$ cat src/rtl/core/kvlp_pkg.sv
// Package for the key/value line parser: constants, register codes and shared types.
package kvlp_pkg;

   localparam int unsigned MAX_NAME = 16;

   localparam logic [7:0] CH_NUL   = 8'h00;
   localparam logic [7:0] CH_TAB   = 8'h09;
   localparam logic [7:0] CH_LF    = 8'h0A;
   localparam logic [7:0] CH_CR    = 8'h0D;
   localparam logic [7:0] CH_SPACE = 8'h20;
   localparam logic [7:0] CH_QUOTE = 8'h22;
   localparam logic [7:0] CH_EQUAL = 8'h3D;

   localparam int unsigned CSR_INDEX_W = 3;

   typedef enum logic [CSR_INDEX_W-1:0] {
      CSR_WILDCARD_MODE   = 3'd0,
      CSR_NAME_CHARS_LOW  = 3'd1,
      CSR_NAME_CHARS_HIGH = 3'd2,
      CSR_NAME_LENGTH     = 3'd3,
      CSR_NAME_CAPACITY   = 3'd4,
      CSR_VALUE_CAPACITY  = 3'd5
   } csr_index_type;

   typedef enum logic [1:0] {
      KIND_NONE  = 2'd0,
      KIND_NAME  = 2'd1,
      KIND_VALUE = 2'd2
   } char_kind_type;

   typedef enum logic [6:0] {
      PH_SKIP     = 7'b0000001,
      PH_NAME     = 7'b0000010,
      PH_EQ       = 7'b0000100,
      PH_POSTEQ   = 7'b0001000,
      PH_QUOTED   = 7'b0010000,
      PH_UNQUOTED = 7'b0100000,
      PH_DONE     = 7'b1000000
   } phase_type;

   typedef struct packed {
      logic         wildcard_mode;
      logic [127:0] name_chars;
      logic [4:0]   name_length;
      logic [4:0]   name_capacity;
      logic [7:0]   value_capacity;
   } cfg_type;

   typedef struct packed {
      phase_type  phase;
      logic [4:0] name_position;
      logic [7:0] value_count;
      logic       line_failed;
   } state_type;

   typedef struct packed {
      char_kind_type char_kind;
      logic [7:0]    char_byte;
      logic [7:0]    char_index;
      logic          line_done;
      logic [7:0]    value_length;
   } result_type;

   localparam state_type STATE_RESET = '{
      phase:         PH_SKIP,
      name_position: 5'd0,
      value_count:   8'd0,
      line_failed:   1'b0
   };

endpackage

$ cat src/rtl/core/kvlp_csr.sv
// Configuration register file of the key/value line parser.
module kvlp_csr (
   input  logic                               clock,
   input  logic                               reset,
   input  logic                               csr_valid,
   output logic                               csr_ready,
   input  logic [kvlp_pkg::CSR_INDEX_W-1:0]   csr_index,
   input  logic [63:0]                        csr_data,
   output kvlp_pkg::cfg_type                  cfg
);
   import kvlp_pkg::*;

   cfg_type cfg_ff;

   assign csr_ready = 1'b1;
   assign cfg       = cfg_ff;

   always_ff @(posedge clock) begin
      if (reset) begin
         cfg_ff.wildcard_mode  <= 1'b0;
         cfg_ff.name_chars     <= '0;
         cfg_ff.name_length    <= 5'd0;
         cfg_ff.name_capacity  <= 5'd16;
         cfg_ff.value_capacity <= 8'd255;
      end else if (csr_valid) begin
         case (csr_index)
            CSR_WILDCARD_MODE:   cfg_ff.wildcard_mode         <= csr_data[0];
            CSR_NAME_CHARS_LOW:  cfg_ff.name_chars[63:0]      <= csr_data;
            CSR_NAME_CHARS_HIGH: cfg_ff.name_chars[127:64]    <= csr_data;
            CSR_NAME_LENGTH:     cfg_ff.name_length           <= csr_data[4:0];
            CSR_NAME_CAPACITY:   cfg_ff.name_capacity         <= csr_data[4:0];
            CSR_VALUE_CAPACITY:  cfg_ff.value_capacity        <= csr_data[7:0];
            default: ;
         endcase
      end
   end

endmodule

$ cat src/rtl/core/kvlp_step.sv
// Per-character parse step: next line state and result item for one character.
module kvlp_step (
   input  kvlp_pkg::state_type  state_cur,
   input  kvlp_pkg::cfg_type    cfg,
   input  logic [7:0]           ch,
   input  logic                 end_of_line,
   output kvlp_pkg::state_type  state_nxt,
   output kvlp_pkg::result_type result
);
   import kvlp_pkg::*;

   localparam logic [4:0] MaxName = 5'(MAX_NAME);

   logic       blank;
   logic       alnum;
   logic       last;
   logic [4:0] cap;
   logic [4:0] len;
   logic [7:0] match_byte;

   assign blank = ch inside {CH_TAB, CH_SPACE};
   assign alnum = ch inside {[8'h30:8'h39], [8'h41:8'h5A], [8'h61:8'h7A]};
   assign last  = end_of_line || (ch == CH_NUL);
   assign cap   = (cfg.name_capacity > MaxName) ? MaxName : cfg.name_capacity;
   assign len   = (cfg.name_length > MaxName) ? MaxName : cfg.name_length;
   assign match_byte = cfg.name_chars[{state_cur.name_position[3:0], 3'b000} +: 8];

   always_comb begin
      state_type  st;
      logic       run_name;
      logic       run_eq;
      logic       run_value;
      logic [4:0] npos_inc;
      logic [7:0] vcnt_inc;

      st        = state_cur;
      run_name  = 1'b0;
      run_eq    = 1'b0;
      run_value = 1'b0;
      npos_inc  = state_cur.name_position + 5'd1;
      vcnt_inc  = state_cur.value_count + 8'd1;
      result    = '{char_kind: KIND_NONE, char_byte: 8'd0, char_index: 8'd0,
                    line_done: last, value_length: 8'd0};

      // NUL ends the line without being parsed
      if (ch != CH_NUL) begin
         case (state_cur.phase)
            PH_SKIP:     run_name = !blank;
            PH_NAME:     run_name = 1'b1;
            PH_EQ:       run_eq   = 1'b1;
            PH_POSTEQ: begin
               if (blank) begin
                  st.phase = PH_POSTEQ;
               end else if (ch == CH_QUOTE) begin
                  st.phase = (cfg.value_capacity == 8'd0) ? PH_DONE : PH_QUOTED;
               end else begin
                  run_value = 1'b1;
               end
            end
            PH_QUOTED: begin
               if (ch == CH_QUOTE || ch == CH_LF || ch == CH_CR) begin
                  st.phase = PH_DONE;
               end else begin
                  result.char_kind  = KIND_VALUE;
                  result.char_byte  = ch;
                  result.char_index = state_cur.value_count;
                  st.value_count    = vcnt_inc;
                  if (vcnt_inc >= cfg.value_capacity) st.phase = PH_DONE;
               end
            end
            PH_UNQUOTED: run_value = 1'b1;
            default: ;
         endcase
      end

      if (run_name) begin
         if (cfg.wildcard_mode) begin
            if (state_cur.name_position >= cap || !alnum) begin
               if (state_cur.name_position == 5'd0) begin
                  st.line_failed = 1'b1;
                  st.phase       = PH_DONE;
               end else begin
                  run_eq = 1'b1;
               end
            end else begin
               result.char_kind  = KIND_NAME;
               result.char_byte  = ch;
               result.char_index = {3'b000, state_cur.name_position};
               st.name_position  = npos_inc;
               st.phase          = (npos_inc >= cap) ? PH_EQ : PH_NAME;
            end
         end else begin
            if (state_cur.name_position >= len) begin
               run_eq = 1'b1;
            end else if (ch != match_byte) begin
               st.line_failed = 1'b1;
               st.phase       = PH_DONE;
            end else begin
               st.name_position = npos_inc;
               st.phase         = (npos_inc >= len) ? PH_EQ : PH_NAME;
            end
         end
      end

      if (run_eq) begin
         if (blank) begin
            st.phase = PH_EQ;
         end else if (ch == CH_EQUAL) begin
            st.phase = PH_POSTEQ;
         end else begin
            st.line_failed = 1'b1;
            st.phase       = PH_DONE;
         end
      end

      if (run_value) begin
         if (state_cur.value_count >= cfg.value_capacity || !alnum) begin
            st.phase = PH_DONE;
         end else begin
            result.char_kind  = KIND_VALUE;
            result.char_byte  = ch;
            result.char_index = state_cur.value_count;
            st.value_count    = vcnt_inc;
            st.phase          = (vcnt_inc >= cfg.value_capacity) ? PH_DONE : PH_UNQUOTED;
         end
      end

      // report the length and start over at the end of the line
      if (last) begin
         if (!st.line_failed &&
             (st.phase == PH_QUOTED || st.phase == PH_UNQUOTED || st.phase == PH_DONE)) begin
            result.value_length = st.value_count;
         end
         st = STATE_RESET;
      end

      state_nxt = st;
   end

endmodule

$ cat src/rtl/core/key_value_line_parser.sv
// Top level of the key/value line parser: stream ports, input and result registers.
// A character is taken into the input register, then moves to the result register,
// where its result shows on rsp_tvalid until the receiver takes it.
// Throughput: one character per cycle while rsp_tready stays high; the parse step between
// the input and result registers is a single pass of narrow compare-and-select logic.
// Reset (synchronous, active high): empties both stages, returns the line state
// to leading-blank skip and loads the configuration register reset values.
module key_value_line_parser (
   input  logic                              clock,
   input  logic                              reset,
   // input characters
   input  logic                              req_tvalid,
   output logic                              req_tready,
   input  logic [7:0]                        req_tdata,   // [7:0] ch
   input  logic                              req_tlast,   // end_of_line
   // results
   output logic                              rsp_tvalid,
   input  logic                              rsp_tready,
   output logic [23:0]                       rsp_tdata,   // [7:0] char_byte,
                                                          // [15:8] char_index,
                                                          // [23:16] value_length
   output logic [1:0]                        rsp_tuser,   // [1:0] char_kind
   output logic                              rsp_tlast,   // line_done
   // configuration writes
   input  logic                              csr_valid,
   output logic                              csr_ready,
   input  logic [kvlp_pkg::CSR_INDEX_W-1:0]  csr_index,
   input  logic [63:0]                       csr_data
);
   import kvlp_pkg::*;

   cfg_type    cfg;

   // input register stage
   logic       in_valid_ff, in_valid_in;
   logic [7:0] in_ch_ff;
   logic       in_last_ff;

   // line state carried from character to character
   state_type  state_ff, state_in;

   // result register stage
   logic       rsp_valid_ff, rsp_valid_in;
   result_type rsp_ff, step_result;

   logic       out_free;
   logic       advance;

   kvlp_csr u_csr (
      .clock     (clock),
      .reset     (reset),
      .csr_valid (csr_valid),
      .csr_ready (csr_ready),
      .csr_index (csr_index),
      .csr_data  (csr_data),
      .cfg       (cfg)
   );

   kvlp_step u_step (
      .state_cur   (state_ff),
      .cfg         (cfg),
      .ch          (in_ch_ff),
      .end_of_line (in_last_ff),
      .state_nxt   (state_in),
      .result      (step_result)
   );

   // The result slot frees up when it is empty or its transaction completes now;
   // the input stage then hands its character over and can take a new one.
   assign out_free     = !rsp_valid_ff || rsp_tready;
   assign advance      = in_valid_ff && out_free;
   assign req_tready   = !in_valid_ff || out_free;
   assign in_valid_in  = req_tready ? req_tvalid : in_valid_ff;
   assign rsp_valid_in = out_free ? in_valid_ff : rsp_valid_ff;

   always_ff @(posedge clock) begin
      if (reset) begin
         in_valid_ff  <= 1'b0;
         rsp_valid_ff <= 1'b0;
         state_ff     <= STATE_RESET;
      end else begin
         in_valid_ff  <= in_valid_in;
         rsp_valid_ff <= rsp_valid_in;
         // commit the line state only when the character moves to the result stage
         if (advance) state_ff <= state_in;
      end
   end

   // payload registers: load on an accepted transaction, hold otherwise
   always_ff @(posedge clock) begin
      if (req_tvalid && req_tready) begin
         in_ch_ff   <= req_tdata;
         in_last_ff <= req_tlast;
      end
      if (advance) rsp_ff <= step_result;
   end

   assign rsp_tvalid = rsp_valid_ff;
   assign rsp_tdata  = {rsp_ff.value_length, rsp_ff.char_index, rsp_ff.char_byte};
   assign rsp_tuser  = rsp_ff.char_kind;
   assign rsp_tlast  = rsp_ff.line_done;

endmodule

$ cat config.mk
export PLATFORM = sky130hd
export DESIGN_NAME = key_value_line_parser
export DESIGN_NICKNAME = d
export VERILOG_FILES = /design/src/rtl/core/kvlp_pkg.sv /design/src/rtl/core/kvlp_csr.sv /design/src/rtl/core/kvlp_step.sv /design/src/rtl/core/key_value_line_parser.sv
export SDC_FILE = /design/constraint.sdc
export NUM_CORES = 1
export LEC_CHECK = 0
export BUFFER_PORTS_ARGS = -buffer_cell sky130_fd_sc_hd__clkbuf_2
export CORE_ASPECT_RATIO = 2
export CORE_MARGIN = 1
export CORE_UTILIZATION = 60
export DETAILED_ROUTE_END_ITERATION = 7
export PLACE_DENSITY = 0.79
export SKIP_LAST_GASP = 1
export SLEW_MARGIN = 10
export SYNTH_ARGS = -nofsm -noshare
export SYNTH_HDL_FRONTEND = slang
export SYNTH_HIERARCHICAL = 1
export SYNTH_SLANG_ARGS = --single-unit
$ cat constraint.sdc
create_clock -name clock -period 4.45 [get_ports clock]
set_clock_uncertainty 0.1 [all_clocks]
set_input_delay 0.445 -clock clock [delete_from_list [all_inputs] [get_ports clock]]
set_output_delay 0.445 -clock clock [all_outputs]
set_load 0.05 [all_outputs]
## Yosys cells after proc, flatten, opt, wreduce, memory -nomap -nowiden

Cells that the tools add are included.
Widths: inputs -> output; s select.

- Register bits after elaboration: 206
- Latch bits: 0
- Logic and storage cells: 157
- Bits in read-only memories: 0
- Output and inout port bits: 30
- Memories: 0
- Memory bits (writable): 0

- Multiply operators: 0
- Add/subtract/negate cells: 2
- $lt $le $gt $ge: 14
- Bitwise gates (word level): 0
- Div/mod/pow operators: 0
- Shift operators: 1
- Mux-type cells: 61
- Reduce and logical (&&, ||, !) cells: 36
- Eq/ne operators: 24

Operators with widths:

| operator | number |
|---|---|
| $mux 18 | 8 |
| $shiftx 128x8->8 | 1 |
| $mux 7 | 15 |
| $mux 8 | 5 |
| $mux 12 | 3 |
| $eq 8x4->1 const B | 3 |
| $eq 8x6->1 const B | 3 |
| $mux 21 | 1 |
| $ge 5x5->1 | 4 |
| $mux 1 | 20 |
| $mux 5 | 4 |
| $ge 8x7->1 const B | 2 |
| $ge 8x8->1 | 2 |
| $le 8x7->1 const B | 2 |
| $logic_not 8->1 | 2 |
| $eq 7x5->1 const B | 2 |
| $eq 7x6->1 const B | 2 |
| $pmux 7 s2 | 1 |
| $reduce_and 2->1 | 7 |
| $gt 5x5->1 const B | 2 |
| $logic_or 1x1->1 | 9 |
| $ne 3x2->1 const B | 3 |
| $add 8x1->8 const B | 1 |
| $ge 8x6->1 const B | 1 |
| other kinds (21) | 35 |

## Logic depth before layout (Yosys ltp)

Gate-level depths: netlist (run 1).

- Depth in word-level cells: 17
- Mapped depth: 17
- Depth with buffers taken out: 14

## Hierarchy

The synthesis (run 1) kept the hierarchy.

By module, submodules not included:

| module | instances | area each (um^2) | cells each |
|---|---|---|---|
| kvlp_csr | 1 | 6084.6 | 564 |
| kvlp_step | 1 | 3622.2 | 470 |
| key_value_line_parser | 1 | 2123.3 | 137 |

## Worst setup path before layout (run 1)

Ideal clock, no wire load.

- Path kind: register -> register
- Start point: register state_ff[9] (netlist name)
- End point: register rsp_ff (netlist bit rsp_tdata[16]) (data pin)
- Period minus slack after synthesis: 3.543 ns
- Data arrival time: 3.285 ns
- Slack: 0.907 ns
- Buffers on the path: 4
- Setup time: 0.158 ns
- Required time: 4.192 ns
- Cell stages (with the launch flop): 16
- Cells stage by stage: dfxtp_1 buf_6 buf_12 buf_6 buf_6 inv_1 ha_1 nor2b_1 o21ai_0 a311oi_1 o21ai_0 and2_4 a211o_1 o32ai_2 o2111ai_2 nor3_1

- Word-level cells in the longest chain between the ends: 14
- Elaborated cells between the ends (all ways): 41

Ends and longest elaborated chain:

| element | line | RTL |
|---|---|---|
| start, declared | key_value_line_parser.sv:40 | `state_type state_ff, state_in;` |
| start signal, assigned | key_value_line_parser.sv:85 | `if (advance) state_ff <= state_in;` |
| $add 5x1->5 | kvlp_step.sv:40 | `npos_inc = state_cur.name_position + 5'd1;` |
| $ge 5x5->1 | kvlp_step.sv:100 | `st.phase = (npos_inc >= len) ? PH_EQ : PH_NAME;` |
| $mux 3 | kvlp_step.sv:100 |  |
| $mux 7 | kvlp_step.sv:95 | `end else if (ch != match_byte) begin` |
| $mux 12 | kvlp_step.sv:93 | `if (state_cur.name_position >= len) begin` |
| $mux 12 | kvlp_step.sv:77 | `if (cfg.wildcard_mode) begin` |
| $mux 12 | kvlp_step.sv:76 | `if (run_name) begin` |
| $mux 7 | kvlp_step.sv:105 | `if (run_eq) begin` |
| $mux 7 | kvlp_step.sv:116 | `if (run_value) begin` |
| $eq 7x5->1 / $eq 7x6->1 (equally long branches) | kvlp_step.sv:131 | `(st.phase == PH_QUOTED \|\| st.phase == PH_UNQUOTED \|\| st.phase == PH_DONE)) begin` |
| $logic_or 1x1->1 (2 in a row) | kvlp_step.sv:131 |  |
| $logic_and 1x1->1 (*) | kvlp_step.sv:130 | `if (!st.line_failed &&` |
| $reduce_and 2->1 (no line) (*) | - |  |
| end signal, assigned | key_value_line_parser.sv:95 | `if (advance) rsp_ff <= step_result;` |
| end, declared | key_value_line_parser.sv:44 | `result_type rsp_ff, step_result;` |

Mark *: on every way between the ends. The rest lies on a longest branch, timed or not. The select of a mux whose other input is x is not followed.
A chain may end at the register's enable or synchronous reset.

## Final worst setup path (run 1)

- Start point: register state_ff[1] (netlist name)
- End point: register rsp_ff (netlist bit rsp_tdata[22]) (data pin)

- Word-level cells in the longest chain between the ends: 17
- Elaborated cells between the ends (all ways): 29

Ends and longest elaborated chain:

| element | line | RTL |
|---|---|---|
| $add 8x1->8 | kvlp_step.sv:41 | `vcnt_inc = state_cur.value_count + 8'd1;` |
| $ge 8x8->1 | kvlp_step.sv:68, kvlp_step.sv:124 |  |
| $mux 7 | kvlp_step.sv:68 | `if (vcnt_inc >= cfg.value_capacity) st.phase = PH_DONE;` |
| $mux 7 | kvlp_step.sv:61 | `if (ch == CH_QUOTE \|\| ch == CH_LF \|\| ch == CH_CR) begin` |
| $pmux 7 s2 | kvlp_step.sv:47 | `case (state_cur.phase)` |
| $mux 7 | kvlp_step.sv:46 | `if (ch != CH_NUL) begin` |
| $mux 7 | kvlp_step.sv:79 | `if (state_cur.name_position == 5'd0) begin` |
| $mux 7 | kvlp_step.sv:78 | `if (state_cur.name_position >= cap \|\| !alnum) begin` |
| $mux 12 | kvlp_step.sv:77 |  |
| $mux 12 | kvlp_step.sv:76 |  |
| $mux 7 | kvlp_step.sv:105 |  |
| $mux 7 | kvlp_step.sv:116 |  |
| $eq 7x5->1 / $eq 7x6->1 (equally long branches) | kvlp_step.sv:131 |  |
| $logic_or 1x1->1 (2 in a row) | kvlp_step.sv:131 |  |
| $logic_and 1x1->1 | kvlp_step.sv:130 |  |
| $reduce_and 2->1 (no line) | - |  |

Several ways; a longest one is shown, not always the timed one. The select of a mux whose other input is x is not followed.

==> results_dict.tcl, run 1 <==
set metrics [dict create \
    cts_root_buf "clkbuf_16" \
    yosys-top-cells-count "245 x nand2b_1, 202 x mux2i_1, 170 x dfxtp_1" \
    synthFlopType "dfxtp_1" \
    io_pins 111 \
    placed_cells 1472 \
    postRouteAntennaNets 0 \
    synthTopCellsByArea "dfxtp_1 29%, mux2i_1 17%, nand2b_1 13%" \
    leakage_nw 5.328 \
    cts_tree "built" \
    drc 0 \
    grt_pass1_vias 8836 \
    startpoint "state_ff[1]" \
    path_clk_slew_ns 0.07 \
    fin_crit_ns 4.003 \
    synthSimpleGateAreaFrac_pct 22.69 \
    async_flop_share_pct 0 \
    cp.required_ns 4.57 \
    worst_slew_pin_slew_ns 1.124 \
    p_int_mw 3.062 \
    synth_top_family_by_area "simple AND/OR/NAND/NOR gates" \
    place_ws_ns 0.5070 \
    dieWidth_um 101.3 \
    ys_seq_area_share_pct 37.91 \
    final-seq-area_um2 4486 \
    tns_ns 0 \
    drtIter0Drc 395 \
    multi_input_area_um2 6733 \
    grt_antenna_before_repair 0 \
    hp-start "req_tdata[6]" \
    cts.path.max_buffers 3 \
    postSynthCellCount 1171 \
    holdWs_ns 0.02706 \
    nNetsFinal 1355 \
    clk_latency_ns 0.50 \
    critPathArrivalTime_ns 4.12 \
    ys_types 76 \
    die_h_um 200.6 \
    power.total_mw 4.027 \
    post_synth_xor_area_fraction_pct 1.851 \
    switching_share_pct 23.96 \
    dieArea_um2 20320 \
    cts_made_buffers 19 \
    power_frac_comb_pct 9.5 \
    wirelength_mm 27.81 \
    cts_resized 0 \
    firstDrtPassIters 6 \
    p_seq_share_pct 49.2 \
    grt_max_degree 94 \
    synthMuxAreaShare_pct 21.12 \
    syn_avg_cell_area_um2 10.10 \
    synth_nets 1292 \
    synth-edff-count 36 \
    pwr-share-clk_pct 41.3 \
    rows 72 \
    vias_per_cell 5.772 \
    worst_setup_path_end_kind "flop" \
    reg2reg_from "state_ff[1]" \
    vias 8692 \
    syn2layout_area_growth_pct 9.741 \
    core_area_um2 19370 \
    synth-adder-area-share_pct 4.231 \
    syn_area_um2 11830 \
    drive_above_1_share_pct 15.24 \
    status "finished, final reports clean" \
    ys_ff_latch 206 \
    finalSetupViolations 0 \
    dp_hpwl_mm 20.30 \
    gp_congestion 0.8991 \
    maxCapViolations 0 \
    wl_per_cell_um 18.46 \
    crit_path_start_kind "flop" \
    cts_sinks 206 \
    yosys_warnings 6 \
    final-instance-count-excl-fill 1506 \
    diodes 0 \
    synth_compound_area_share_pct 6.779 \
    synth_top_area_share_pct 28.77 \
    hold_class "in2reg" \
    yosysMostFrequentCell "nand2b_1" \
    hold_viol_final 0 \
    nFillCells 1559 \
    cts_hold_buffers 0 \
    power_density_nw_per_um2 310.2 \
    port-buffer-count 109 \
    drv_slew 0 \
    cts.htree.levels 1 \
    max_freq_mhz 249.8 \
    grt_util_all_layers_pct 28.08 \
    fin_ws_ns 0.4467 \
    cts_setup_buffers 0 \
    peakVddDrop_uv 350.0 \
    initial_core_util_pct 61.08 \
    synth_largest_area_cell "dfxtp_1" \
    fin_crit_sh_pct 89.96 \
    rsz0062_at_grt "false" \
    grt_overflow 0 \
    grt_pass1_wl_mm 44.47 \
    slew_headroom_pct 24.64 \
    crit_type "reg2reg" \
    p_sw_mw 0.9648 \
    crit_path_max_fanout 8 \
]
-- cells by family after synthesis --
kind of cell,after synthesis
DFF,206
AOI/OAI and AO/OA,110
muxes,224
buffers and inverters,109
adders and majority gates,40
and+or+nand+nor,456
other,1
xor gates and xnor gates,25
-- sequential cells by signal (all words and copies together) (netlist names) --
| name | cells |
|---|---|
| u_csr/cfg | 147 |
| in_valid_ff | 1 |
| in_ch_ff | 8 |
| rsp_tdata | 24 |
| rsp_tuser | 2 |
| rsp_tvalid | 1 |
| in_last_ff | 1 |
| state_ff | 21 |
| rsp_tlast | 1 |
-- final timing paths --
kind / slack [ns] / end / cells after the start
max: 0.45 / rsp_tdata[22] / 13
min reg2reg: 0.37 / u_csr/cfg[53] / 2
max reg2reg: 0.45 / rsp_tdata[22] / 13
min: 0.03 / in_ch_ff[6] / 1
-- worst max-delay path, cell delays in order (launching register included) --
cell      delay [ns]
dfxtp_1         0.47
ha_1            0.26
nand3_1         0.16
nor2_1          0.21
xor2_1          0.18
ha_1            0.28
a21o_1          0.16
a21oi_1         0.13
o211ai_1        0.20
nand2b_1        0.23
a221oi_1        0.51
o31ai_1         0.20
a211oi_2        0.54
nor3_1          0.11
-- metrics by stage --
stage / area [um^2] / utilization (%)
after floorplan: 11830 / -
after global placement: 12340 / 63.70
after detailed placement: 12340 / 63.70
after CTS: 12980 / 67.03
after global routing: 12980 / 67.03
final: 12980 / 67.03
-- area by class of cell --
type                    count  area share [%]
repair buffers            123           5.320
clock inverters             5          0.2217
well taps                 259           2.496
flip-flops and latches    206           34.55
multi-input cells         856           51.86
clock buffers              29           4.742
inverters                  28          0.8096
-- power by group through the flow --
stage               clock network, mW  registers [mW]  logic, mW
detailed placement                  0            2.02      0.382
floorplan                           0            2.04      0.254
global route                     1.76            1.99      0.415
finish                           1.66            1.98      0.383
global placement                    0            2.02      0.376
CTS                              1.70            1.98      0.384
-- placed cells by master, fill, tap and decap left out, types with 12 or more instances in the layout --
| master | netlist | routed |
|---|---|---|
| inv_1 | 27 | 27 |
| nor2b_1 | 16 | 16 |
| buf_4 | 6 | 12 |
| clkbuf_2 | 0 | 108 |
| clkbuf_16 | 0 | 21 |
| nand2b_1 | 245 | 245 |
| o21ai_0 | 20 | 20 |
| nor3_1 | 20 | 20 |
| mux2i_1 | 202 | 202 |
| nand3_1 | 13 | 13 |
| xnor2_1 | 15 | 15 |
| nor2_1 | 57 | 57 |
| nand2_1 | 32 | 32 |
| ha_1 | 40 | 40 |
| nor4_1 | 12 | 12 |
| dfxtp_1 | 170 | 169 |
| edfxtp_1 | 36 | 36 |
| a21oi_1 | 22 | 22 |
-- routing by layer --
layer  GRT usage [%]  share of wire [%]
met4           17.29                6.6
met3           2.751                2.9
met2           52.50                 54
met5               0                  0
met1           28.97                 36
Power figures use the tool's default switching activity.
==> inputs of run 2 (changes only) <==
--- a/config.mk
+++ b/config.mk
@@ -6,4 +6,5 @@
 export NUM_CORES = 1
 export LEC_CHECK = 0
+export ABC_AREA = 1
 export BUFFER_PORTS_ARGS = -buffer_cell sky130_fd_sc_hd__clkbuf_2
 export CORE_ASPECT_RATIO = 2
==> constraint.sdc (replaced) <==
create_clock -name clock -period 4.45 [get_ports clock]
set_clock_uncertainty 0.1 [all_clocks]
set_input_delay 0.2225 -clock clock [delete_from_list [all_inputs] [get_ports clock]]
set_output_delay 0.2225 -clock clock [all_outputs]
set_load 0.05 [all_outputs]
==> run 2 against run 1 <==
  * Register-to-register slack better by 0.39 ns
  * Sequential power up 3%
  * Worst setup slack better by 0.39 ns
  * Cell count up 46%
  * Highest routed layer unchanged
  * Maximum frequency up 11%
  * Critical path type unchanged
  * Combinational power up 110%
  * Die area down 0.11%
==> results_dict.tcl, run 2 <==
set metrics [dict create \
    leakage_nw 6.483 \
    slowest_delay_ns 0.59 \
    worst_setup_path_end_kind "flop" \
    syn_avg_cell_area_um2 6.515 \
    path_common_cell "nand2_1" \
    cts_resized 0 \
    dp_hpwl_mm 24.73 \
    cp.required_ns 4.71 \
    cts_root_buf "clkbuf_16" \
    postSynthCellCount 1814 \
    timing.rr.end "rsp_tdata[18]" \
    synthTopCellsByArea "dfxtp_1 29%, nand2_1 15%, nor2_1 12%" \
    switching_share_pct 29.17 \
    cts.path.max_buffers 3 \
    power_frac_comb_pct 17.4 \
    slew_headroom_pct 27.00 \
    fin_crit_ns 3.614 \
    grt_util_all_layers_pct 37.29 \
    drive_above_1_share_pct 9.593 \
    hold_class "in2reg" \
    reg2reg_from "u_csr/cfg[9]" \
    clk_latency_ns 0.51 \
    synth-edff-count 36 \
    critPathTopFamily "simple AND/OR/NAND/NOR gates" \
    final-instance-count-excl-fill 2198 \
    diodes 0 \
    rows 72 \
    gp_congestion 0.9127 \
    wl_per_cell_um 16.68 \
    cts_tree "built" \
    hold_viol_final 0 \
    rsz0062_at_grt "false" \
    maxCapViolations 0 \
    yosys_warnings 6 \
    die_h_um 200.5 \
    yosysMostFrequentCell "nand2_1" \
    vias 12250 \
    critPathArrivalTime_ns 3.88 \
    core_area_um2 19280 \
    cp_slowest_cell "o41ai_1" \
    place_ws_ns 0.9110 \
    grt_overflow 0 \
    pwr-share-clk_pct 39.0 \
    crit_path_start_kind "flop" \
    r2r_slack_ns 0.84 \
    grt_antenna_before_repair 0 \
    path_clk_slew_ns 0.07 \
    p_sw_mw 1.360 \
    ys_types 46 \
    io_pins 111 \
    yosys-top-cells-count "466 x nand2_1, 375 x nor2_1, 258 x nand3_1" \
    reg2reg_depth 18 \
    synthFlopType "dfxtp_1" \
    grt_max_degree 95 \
    dieWidth_um 101.2 \
    largest_reg_flops 147 \
    postRouteAntennaNets 0 \
    ys_ff_latch 206 \
    placed_cells 2100 \
    synth_nets 1935 \
    fin_crit_sh_pct 81.22 \
    syn2layout_area_growth_pct 14.90 \
    p_int_mw 3.303 \
    peakVddDrop_uv 323.6 \
    cp-endpoint "rsp_tdata[18]" \
    cp_num_cells 18 \
    startpoint "u_csr/cfg[9]" \
    async_flop_share_pct 0 \
    cts_sinks 206 \
    finalSetupViolations 0 \
    grt_pass1_wl_mm 58.75 \
    fin_ws_ns 0.8356 \
    vias_per_cell 5.571 \
    p_seq_share_pct 43.6 \
    crit_path_max_fanout 8 \
    synth_largest_area_cell "dfxtp_1" \
    drc 0 \
    drtIter0Drc 838 \
    tns_ns 0 \
    syn_area_um2 11820 \
    ys_seq_area_share_pct 37.95 \
    cts.htree.levels 1 \
    crit_type "reg2reg" \
    final_common_cell "nand2_1" \
    firstDrtPassIters 8 \
    worst_slew_pin_slew_ns 1.094 \
    layout_common_cells "466 x nand2_1, 374 x nor2_1, 258 x nand3_1" \
    nNetsFinal 2046 \
    drv_slew 0 \
    wirelength_mm 36.67 \
    grt_pass1_vias 11770 \
    cts_made_buffers 20 \
    synth_top_area_share_pct 28.80 \
    initial_core_util_pct 61.30 \
    power_density_nw_per_um2 343.4 \
    max_freq_mhz 276.7 \
    dieArea_um2 20300 \
    crit_chain "o41ai_1 -> nand2_1 -> ha_1 -> a21oi_1 -> o21ai_0 -> a211oi_1 -> nand2_1 -> nand2_1 -> o21ai_0 -> nand2_1 -> nand2_2 -> inv_1 -> nand2_1 -> nand3_1 -> nand3_1 -> nor2_2 -> nand4_4 -> nor2_1" \
    status "finished, final reports clean" \
    crit_buf_inv 1 \
    port-buffer-count 109 \
]
==> run 2: changes by cell type in the layout (fill, tap and decap cells not counted), moves of 16 or more <==
cell,change
nand2_1,+434
nor2_1,+317
nand2b_1,-245
nand3_1,+245
mux2i_1,-202
inv_1,+174
dlygate4sd3_1,+62
a21oi_1,+26
nor2b_1,-16
==> run 2: cell families (layout without fill, tap and decap cells) <==
family / after synthesis / in the layout / share of synthesized area, %
and+or+nand+nor: 1134 / 1134 / 39.76
buffers and inverters: 308 / 433 / 11.64
DFF: 206 / 206 / 37.95
AOI/OAI and AO/OA: 116 / 116 / 5.728
adders and majority gates: 40 / 40 / 4.235
xor gates and xnor gates: 9 / 9 / 0.6671
other: 1 / 1 / 0.03173
==> run 2: what timing repair did <==
| item | in CTS | in global routing |
|---|---|---|
| hold endpoints to repair | 105 | 0 |
| hold buffers | 62 | 0 |
| setup buffers | 0 | 0 |
| setup endpoints to repair | 0 | 0 |
==> run 2: how the worst min path moves through the flow <==
stage / start / end / slack (ns) / cells after the start
after floorplan: reset / in_valid_ff / 0.19 / 1
after global placement: req_tdata[3] / in_ch_ff[3] / 0.30 / 1
after detailed placement: req_tdata[3] / in_ch_ff[3] / 0.30 / 1
after CTS: csr_data[30] / u_csr/cfg[48] / 0.001 / 5
after global routing: csr_data[54] / u_csr/cfg[136] / 0.03 / 5
final: csr_data[30] / u_csr/cfg[112] / 0.008 / 5
==> run 2: area by class of cell <==
cell class | instances | area [um^2]
clock inverters | 5 | 58.81
inverters | 210 | 790.8
clock buffers | 31 | 644.4
well taps | 259 | 324.1
multi-input cells | 1300 | 5976
fillers | 1764 | 5700
repair buffers | 187 | 1299
flip-flops and latches | 206 | 4486
==> run 2: worst reg2reg max path, stage by stage, from the launching register on <==
cell	delay (ns)
dfxtp_1	0.33
o41ai_1	0.59
nand2_1	0.20
ha_1	0.36
a21oi_1	0.13
o21ai_0	0.09
a211oi_1	0.26
nand2_1	0.11
nand2_1	0.07
o21ai_0	0.13
nand2_1	0.11
nand2_2	0.09
inv_1	0.14
nand2_1	0.07
nand3_1	0.09
nand3_1	0.09
nor2_2	0.21
nand4_4	0.17
nor2_1	0.14
==> run 2: per-layer routing <==
metal | GRT usage (%) | part of all wire [%] | vias up
li1 | - | - | 5909
met1 | 37.07 | 33 | 5600
met2 | 66.33 | 52 | 533
met3 | 5.049 | 5.6 | 204
met4 | 31.37 | 10 | 0
met5 | 0 | 0 | -
==> run 2: power by group through the flow <==
stage / combinational [mW] / sequential (mW) / clock [mW]
6_report: 0.811 / 2.03 / 1.82
5_1_grt: 0.896 / 2.04 / 1.90
4_1_cts: 0.792 / 2.03 / 1.83
3_5_place_dp: 0.745 / 2.07 / 0
3_3_place_gp: 0.735 / 2.07 / 0
2_1_floorplan: 0.523 / 2.09 / 0
==> run 2: stage by stage <==
step	util (%)	hold slack [ns]	instance area, um^2	total power [mW]
after floorplan	-	0.1916	11820	2.610
after global placement	63.56	0.3020	12250	2.803
after detailed placement	63.56	0.3011	12250	2.817
after CTS	70.43	0.001400	13580	4.647
after global routing	70.43	0.02983	13580	4.838
final	70.43	0.008164	13580	4.663
==> inputs of run 3 (changes only) <==
Settings changed: ABC_AREA 1 to 0, CORE_UTILIZATION 60 to 54, PLACE_DENSITY 0.79 to 0.75.
Clock period 4.45 ns to 3.15 ns, I/O delays scaled along.
==> run 3 against run 2 <==
  * The flow now finishes with violations (negative setup slack)
  * Worst hold slack better by 0.070 ns
  * Global-route usage shrank 10 points
  * Largest cell class unchanged
  * Largest power group unchanged
  * Clock power is 29% higher
  * Critical endpoint is now rsp_tdata[20]
==> results_dict.tcl, run 3 (synthesis results as in run 1) <==
set metrics [dict create \
    timing.rr.end "rsp_tdata[20]" \
    tns_ns -1.303 \
    crit_path_start_kind "flop" \
    worst_setup_path_end_kind "flop" \
    wirelength_mm 31.45 \
    grt_max_degree 97 \
    p_seq_share_pct 47.5 \
    met3_usage_pct 3.110 \
    diodes 0 \
    io_pins 111 \
    grt_pass1_vias 9556 \
    maxCapViolations 0 \
    grt_pass1_wl_mm 47.87 \
    final_common_cell "nand2b_1" \
    drive_above_1_share_pct 23.57 \
    vias_per_cell 5.663 \
    multi_input_area_um2 7052 \
    vias 9570 \
    fin_crit_ns 3.318 \
    hold_viol_final 0 \
    failed_checks "negative setup slack" \
    cp-endpoint "rsp_tdata[20]" \
    met1_usage_pct 26.49 \
    top_usage_layer "met2" \
    rows 76 \
    nNetsFinal 1528 \
    final-seq-area_um2 4504 \
    startpoint "state_ff[9]" \
    dp_hpwl_mm 21.66 \
    reg2reg_from "state_ff[9]" \
    p_sw_mw 1.406 \
    met2_usage_pct 51.12 \
    clk_latency_ns 0.50 \
    fin_util_pct 69.38 \
    p_int_mw 4.438 \
    cts_made_buffers 18 \
    pwr-share-clk_pct 40.2 \
    port-buffer-count 109 \
    rsz0062_at_grt "true" \
    power_frac_comb_pct 12.3 \
    finalSetupViolations 13 \
    layout_common_cells "244 x nand2b_1, 202 x mux2i_1, 164 x dfxtp_1" \
    die_h_um 211.3 \
    reg2reg_depth 12 \
    crit_path_max_fanout 8 \
    cts_tree "built" \
    leakage_nw 6.179 \
    cts_root_buf "clkbuf_16" \
    power.total_mw 5.843 \
    drtIter0Drc 585 \
    worst_slew_pin_slew_ns 0.9649 \
    nFillCells 1685 \
    drv_slew 0 \
    fin_crit_sh_pct 105.3 \
    dieWidth_um 106.7 \
    critPathArrivalTime_ns 3.56 \
    slew_headroom_pct 35.67 \
    place_ws_ns -0.2372 \
    cp.required_ns 3.40 \
    core_area_um2 21490 \
    hold_class "in2reg" \
    largest_reg_flops 147 \
    grt_antenna_before_repair 0 \
    peakVddDrop_uv 372.9 \
    syn2layout_area_growth_pct 26.04 \
    initial_core_util_pct 55.05 \
    grt_overflow 0 \
    path_clk_slew_ns 0.08 \
    status "finished with violations" \
    switching_share_pct 24.06 \
    grt_util_all_layers_pct 27.15 \
    dieArea_um2 22540 \
    wl_per_cell_um 18.61 \
    fin_ws_ns -0.1682 \
    gp_congestion 0.9644 \
    cts.htree.levels 1 \
    postRouteAntennaNets 0 \
    drc 0 \
    holdWs_ns 0.07796 \
    cts.path.max_buffers 3 \
    max_freq_mhz 301.4 \
    cts_sinks 206 \
    crit_type "reg2reg" \
    power_density_nw_per_um2 391.9 \
    r2r_slack_ns -0.17 \
    firstDrtPassIters 5 \
]
[run 3: changes by cell type in the layout (fill, tap and decap cells not counted), moves of 81 or more]
| cell | before | now |
|---|---|---|
| buf_4 | 15 | 96 |
| nor2_1 | 374 | 53 |
| inv_1 | 201 | 25 |
| nand2_1 | 466 | 31 |
| mux2i_1 | 0 | 202 |
| nand3_1 | 258 | 10 |
| nand2b_1 | 0 | 244 |
[run 3: worst min path at each step]
stage | startpoint | slack [ns] | cells after the start | end
6_report | csr_valid | 0.08 | 3 | u_csr/cfg[146]
5_1_grt | csr_valid | 0.12 | 3 | u_csr/cfg[146]
4_1_cts | csr_valid | 0.06 | 3 | u_csr/cfg[146]
3_5_place_dp | req_tdata[5] | 0.24 | 1 | in_ch_ff[5]
3_3_place_gp | req_tdata[5] | 0.24 | 1 | in_ch_ff[5]
2_1_floorplan | req_tdata[0] | 0.16 | 0 | in_ch_ff[0]
[run 3: power groups by stage]
stage | clock network, mW | logic [mW] | registers, mW
detailed placement | 0 | 0.602 | 2.84
global placement | 0 | 0.593 | 2.84
floorplan | 0 | 0.363 | 2.89
global route | 2.48 | 0.763 | 2.78
finish | 2.35 | 0.720 | 2.78
CTS | 2.39 | 0.692 | 2.78
[run 3: worst max-delay path: stages (launching register included)]
cell and delay, ns:
dfxtp_4 0.39, buf_12 0.13, buf_4 0.13, mux4_2 0.60, and4b_1 0.24, nor4_1 0.28, nand3_1 0.12, nand4_1 0.19
nor3_4 0.09, buf_4 0.15, a221oi_4 0.24, o2111ai_4 0.28, nor3_2 0.22
[run 3: metal layers]
metal,part of all wire [%],vias to the layer above
li1,-,4576
met1,35,4606
met2,54,265
met3,2.8,123
met4,7.4,0
met5,0,-
[run 3: repair_timing]
action                     in CTS  in global routing
pin swaps                      13                 19
resized for setup              25                 48
setup buffers                   7                  4
setup endpoints to repair      24                 28
hold buffers                   79                  0
cloned                          0                  1
hold endpoints to repair      153                  0
[run 3: stage by stage]
stage	std cells	instance area (um^2)
2_1_floorplan	1171	11890
3_3_place_gp	1570	13090
3_5_place_dp	1570	13090
4_1_cts	1686	14660
5_1_grt	1690	14910
6_report	1690	14910
[run 3: area by class of cell]
| cell class | count | share of cell area (%) |
|---|---|---|
| multi-input combinational | 856 | 47.29 |
| sequential | 206 | 30.21 |
| timing repair buffer | 297 | 15.32 |
| clock buffer | 24 | 3.591 |
| tap | 273 | 2.291 |
| inverter | 28 | 0.7217 |
| clock inverter | 6 | 0.5706 |
